--- src/sv/pcg64_pkg.sv ---
// Shared types and constants for the PCG64 XSL-RR generator.
// No dependencies; used by the multiply-add unit and the top level.
package pcg64_pkg;

  // Operation codes carried in the request beat
  localparam logic [2:0] FUNC_RAW   = 3'd0;
  localparam logic [2:0] FUNC_BOUND = 3'd1;
  localparam logic [2:0] FUNC_REAL  = 3'd2;
  localparam logic [2:0] FUNC_ADV   = 3'd3;
  localparam logic [2:0] FUNC_SEED  = 3'd4;

  // Configuration register indexes
  localparam int unsigned CfgIdxW = 2;
  localparam logic [CfgIdxW-1:0] CFG_STATE_HI  = 2'd0;
  localparam logic [CfgIdxW-1:0] CFG_STATE_LO  = 2'd1;
  localparam logic [CfgIdxW-1:0] CFG_STREAM_HI = 2'd2;
  localparam logic [CfgIdxW-1:0] CFG_STREAM_LO = 2'd3;

  // LCG multiplier
  localparam logic [127:0] LCG_MULT = {64'd2549297995355413924, 64'd4865540595714422341};

  // Sequencer states
  typedef enum logic [7:0] {
    S_IDLE = 8'b0000_0001,
    S_DRAW = 8'b0000_0010,
    S_DIV  = 8'b0000_0100,
    S_NORM = 8'b0000_1000,
    S_RND  = 8'b0001_0000,
    S_PACK = 8'b0010_0000,
    S_ADV  = 8'b0100_0000,
    S_DONE = 8'b1000_0000
  } state_e;

  // Steps of one jump-ahead bit
  typedef enum logic [4:0] {
    A_ACCM = 5'b00001,
    A_ACCP = 5'b00010,
    A_CURP = 5'b00100,
    A_CURM = 5'b01000,
    A_FIN  = 5'b10000
  } adv_e;

  // Multiply-add request and response
  typedef struct packed {
    logic         start;
    logic [127:0] a;
    logic [127:0] b;
    logic [127:0] c;
  } mac_req_t;

  typedef struct packed {
    logic         done;
    logic [127:0] result;
  } mac_rsp_t;

endpackage

--- src/sv/pcg64_mac.sv ---
// Iterative 128-bit multiply-add: result = a * b + c modulo 2^128.
// One 32x32 multiplier over ten limb products; uses pcg64_pkg structs.
module pcg64_mac (
  input  logic                clk_i,
  input  logic                rst_ni,
  input  pcg64_pkg::mac_req_t req_i,
  output pcg64_pkg::mac_rsp_t rsp_o
);

  localparam logic [3:0] NumProd = 4'd10;

  logic [127:0] a_q, a_d, b_q, b_d, acc_q, acc_d;
  logic [63:0]  prod_q, prod_d;
  logic [1:0]   sh_q, sh_d;
  logic         pv_q, pv_d;
  logic [3:0]   k_q, k_d;
  logic         busy_q, busy_d;
  logic         done_q, done_d;
  logic [1:0]   li, lj;
  logic [127:0] addend;

  // Map the product number to its limb pair (only pairs with i + j < 4 matter)
  always_comb begin
    unique case (k_q)
      4'd0:    begin li = 2'd0; lj = 2'd0; end
      4'd1:    begin li = 2'd0; lj = 2'd1; end
      4'd2:    begin li = 2'd1; lj = 2'd0; end
      4'd3:    begin li = 2'd0; lj = 2'd2; end
      4'd4:    begin li = 2'd1; lj = 2'd1; end
      4'd5:    begin li = 2'd2; lj = 2'd0; end
      4'd6:    begin li = 2'd0; lj = 2'd3; end
      4'd7:    begin li = 2'd1; lj = 2'd2; end
      4'd8:    begin li = 2'd2; lj = 2'd1; end
      4'd9:    begin li = 2'd3; lj = 2'd0; end
      default: begin li = 2'd0; lj = 2'd0; end
    endcase
  end

  assign addend = {64'd0, prod_q} << {sh_q, 5'd0};

  // Issue one product a cycle, accumulate it the cycle after
  always_comb begin
    a_d    = a_q;
    b_d    = b_q;
    acc_d  = acc_q;
    prod_d = prod_q;
    sh_d   = sh_q;
    pv_d   = 1'b0;
    k_d    = k_q;
    busy_d = busy_q;
    done_d = 1'b0;
    if (pv_q) begin
      acc_d = acc_q + addend;
    end
    if (req_i.start) begin
      a_d    = req_i.a;
      b_d    = req_i.b;
      acc_d  = req_i.c;
      k_d    = 4'd0;
      busy_d = 1'b1;
    end else if (busy_q) begin
      if (k_q < NumProd) begin
        prod_d = 64'(a_q[32*li +: 32]) * 64'(b_q[32*lj +: 32]);
        sh_d   = li + lj;
        pv_d   = 1'b1;
        k_d    = k_q + 4'd1;
      end else begin
        busy_d = 1'b0;
        done_d = 1'b1;
      end
    end
  end

  always_ff @(posedge clk_i or negedge rst_ni) begin
    if (!rst_ni) begin
      a_q    <= '0;
      b_q    <= '0;
      acc_q  <= '0;
      prod_q <= '0;
      sh_q   <= '0;
      pv_q   <= 1'b0;
      k_q    <= '0;
      busy_q <= 1'b0;
      done_q <= 1'b0;
    end else begin
      a_q    <= a_d;
      b_q    <= b_d;
      acc_q  <= acc_d;
      prod_q <= prod_d;
      sh_q   <= sh_d;
      pv_q   <= pv_d;
      k_q    <= k_d;
      busy_q <= busy_d;
      done_q <= done_d;
    end
  end

  assign rsp_o.done   = done_q;
  assign rsp_o.result = acc_q;

  // A product is only accumulated while a request is in flight
  a_pv_busy: assert property (@(posedge clk_i) disable iff (!rst_ni) pv_q |-> busy_q)
    else $error("product pending outside a request");
  // Done follows the last accumulate
  a_done_last: assert property (@(posedge clk_i) disable iff (!rst_ni)
    done_q |-> $past(busy_q) && $past(k_q) == NumProd)
    else $error("done without all products");
  // Done is a single-cycle pulse
  a_done_pulse: assert property (@(posedge clk_i) disable iff (!rst_ni) done_q |=> !done_q)
    else $error("done held for more than one cycle");

endmodule

--- config.mk ---
export PLATFORM = sky130hd
export DESIGN_NAME = pcg64_mac
export DESIGN_NICKNAME = d
export VERILOG_FILES = /design/src/sv/pcg64_pkg.sv /design/src/sv/pcg64_mac.sv
export SDC_FILE = /design/constraint.sdc
export NUM_CORES = 2
export LEC_CHECK = 0
export ABC_CLOCK_PERIOD_IN_PS = 22400
export BUFFER_PORTS_ARGS = -buffer_cell sky130_fd_sc_hd__clkbuf_2
export CORE_AREA = 8 8 272 405
export CTS_CLUSTER_SIZE = 20
export DETAILED_ROUTE_END_ITERATION = 10
export DIE_AREA = 0 0 280 413
export PLACE_DENSITY = 0.79
export SYNTH_ARGS = -nofsm -noshare
export SYNTH_HDL_FRONTEND = slang
export SYNTH_SLANG_ARGS = --single-unit
--- constraint.sdc ---
create_clock -name clk_i -period 22.4 [get_ports clk_i]
set_input_delay 1.12 -clock clk_i [delete_from_list [all_inputs] [get_ports clk_i]]
set_output_delay 1.12 -clock clk_i [all_outputs]
set_load 0.03 [all_outputs]
==> impl_metrics.toml <==
[cells_and_area]
nFillCells = 8630
finish.instance_area_um2 = 67350
instances_no_fill = 8509
layout.nets = 8749
syn_to_final_growth_pct = 8.566
drive_gt1_share_pct = 15.37

[drt]
first_pass_iters = 6
wire_per_inst_um = 28.17
drc = 0
route.met2.wl_um = 111200
viasPerCell = 6.249
drtIter0Drc = 4717
wl_met3_um = 22940
met1Wirelength_um = 76330
routed_wl_um = 239700
antenna_left = 0
vias = 53170
top_layer = "met5"

[global_routing]
track_usage_pct = 41.17
grt_pass1_vias = 56590
grt-ovfl-total = 0
grt_pass1_wl_um = 352100
grt_max_degree = 161
antenna_found_initial = 19

[hold_path]
hold_depth = 1
hold_path.class = "flip-flop to flip-flop"

[yosys]
synth_top_area_share_pct = 28.95
syn_area_um2 = 62030
synth_top_cell_by_area = "fa_1"
yosysWarnings = 0
synth_fp_nets = 8485
yosysMostFrequentCell = "inv_1"
synth-seq-cells = 457
syn_area_per_cell_um2 = 9.114
synth-edff-count = 0
synth_cells = 6806
synth_area_leaders = "fa_1 (29%), dfrtp_1 (18%), ha_1 (8.0%)"
ys_types = 93
ys.flop_type = "dfrtp_1"
yosysSeqAreaShare_pct = 18.44
ys_top_cells_by_count = "inv_1 (926), fa_1 (897), nor2_1 (763)"
async_flop_share_pct = 100.0

[placement]
placed_cell_area_um2 = 65770
hpwl_um = 189300
port_buffers = 515
gp_congestion = 1.162
dpl.cell_count = 8417

[floorplanning]
design.core.area_um2 = 104000
dieArea_um2 = 115600
die-height_um = 413
io_pins = 516
initial_utilization_pct = 59.67
die_w_um = 280
fp-row-count = 145

[worst_setup_path]
required_ps = 22940
worstPathArrival_ps = 11580
crit_cells = 32
cpPeakStageDelay_ps = 1170
cp-end-kind = "flip-flop"
r2r_cells = 32
crit_slowest_cell = "mux2i_2"
r2r_slack_ps = 11360
critPathKind = "flip-flop to flip-flop"
cp_max_fo = 60
critPathTopFamily = "adder cells"
startpoint_type = "flip-flop"
crit_buf_inv = 6
critPathMostFrequentCell = "fa_1"

[timing]
period_needed_ps = 11040
finalMaxSlewViolations = 1
fmax_mhz = 90.58
maxSlewHeadroom_pct = -0.4826
setup_viol = 0
setup_tns_ps = 0
hold_violations = 0
tightest_slew_ps = 1478
fin_skew_ps = 40.03
grt_setup_unrepaired = "no"
finalCritPeriodShare_pct = 49.29

[clocking]
cts_tree = "yes"
cts_max_path_buffers = 3
cts-buffers-inserted = 46
path_clk_slew_ps = 60
clock-sinks = 457
cts_resized = 0
postCtsHoldBufs = 0
postCtsSetupBuffers = 0
htree_num_levels = 2
cts-root-buf = "clkbuf_16"
clk_latency_ps = 640

[flow_run]
drv_cap = 1

[status]
status = "complete, but fails checks"
violations = "capacitance limit, slew limit"
-- final cells by class --
class                           instances  area [um^2]  share of cell area [%]
Tap cell                             1396         1747                   2.594
Sequential cell                       457        11440                   16.99
Antenna cell                            9        22.52                 0.03344
Clock buffer                           65         1324                   1.966
Multi-Input combinational cell       5030        45800                   68.01
Timing Repair Buffer                  608         3308                   4.912
Inverter                              927         3480                   5.167
Clock inverter                         17        222.7                  0.3307
-- worst paths after layout --
kind / start / end
max: k_q[0] / prod_q[59]
min: a_q[96] / a_q[96]
max reg2reg: k_q[0] / prod_q[59]
min reg2reg: a_q[96] / a_q[96]
max in group asynchronous: rst_ni / b_q[10]
min in group asynchronous: rst_ni / acc_q[9]
-- worst register-to-register path, delay by kind of cell, from the launching register on --
| kind | cells | cell delay (ps) |
|---|---|---|
| adder cells (fa/ha/maj) | 10 | 4380 |
| AO/OA/AOI/OAI | 9 | 2490 |
| flip-flops | 1 | 420 |
| buffers and inverters | 6 | 1220 |
| multiplexers | 2 | 1450 |
| XOR/XNOR | 1 | 170 |
| AND/OR/NAND/NOR | 4 | 830 |
-- through the flow --
stage | util (%) | setup WS, ps | hold WS [ps]
after CTS | 64.76 | 11700 | 506.7
after detailed placement | 63.27 | 11690 | 493.7
final | 64.78 | 11360 | 506.5
after floorplan | - | 13350 | 471.0
after global placement | 63.27 | 11870 | 484.5
after global routing | 64.77 | 11080 | 513.1
-- flip-flops by register name, summed over array words and instances (netlist names) --
name and flops:
busy_q 1, a_q 128, pv_q 1, k_q 4
acc_q 128, sh_q 2, b_q 128, done_q 1
prod_q 64
-- layer usage --
layer / vias up / global-route usage, %
li1: 22570 / -
met1: 26070 / 42.95
met2: 3330 / 67.69
met3: 1200 / 10.17
met4: 10 / 38.43
met5: - / 0
-- cell families (layout without fill, tap and decap cells) --
logic type | after synthesis | in the layout | synth area share (%)
simple gates | 1922 | 1922 | 13.28
buf+inv | 1319 | 1617 | 8.034
fa+ha+maj | 1292 | 1292 | 36.91
compound gates | 1038 | 1038 | 10.50
mux | 602 | 602 | 10.35
flops | 457 | 457 | 18.44
xor+xnor | 176 | 176 | 2.485
other cells | 0 | 9 | 0
-- layout by cell type (no fill, tap or decap), types with 34 or more instances in the layout --
| cell | count |
|---|---|
| dfrtp_1 | 454 |
| o21ai_0 | 275 |
| buf_4 | 91 |
| nor2_1 | 761 |
| nor3_1 | 35 |
| nand2_1 | 759 |
| and2_1 | 39 |
| inv_1 | 925 |
| xnor2_1 | 113 |
| xor2_1 | 63 |
| o21a_1 | 34 |
| mux2i_1 | 265 |
| fa_1 | 897 |
| nand4_1 | 92 |
| mux2_2 | 316 |
| clkbuf_16 | 47 |
| nand3_1 | 46 |
| clkbuf_2 | 513 |
| a21o_1 | 104 |
| ha_1 | 395 |
| a21oi_1 | 312 |
| nor2b_1 | 52 |
| o21bai_1 | 57 |
Power is not shown: default switching activity piles up to over one toggle a cycle in this logic, so the estimate is an artifact.
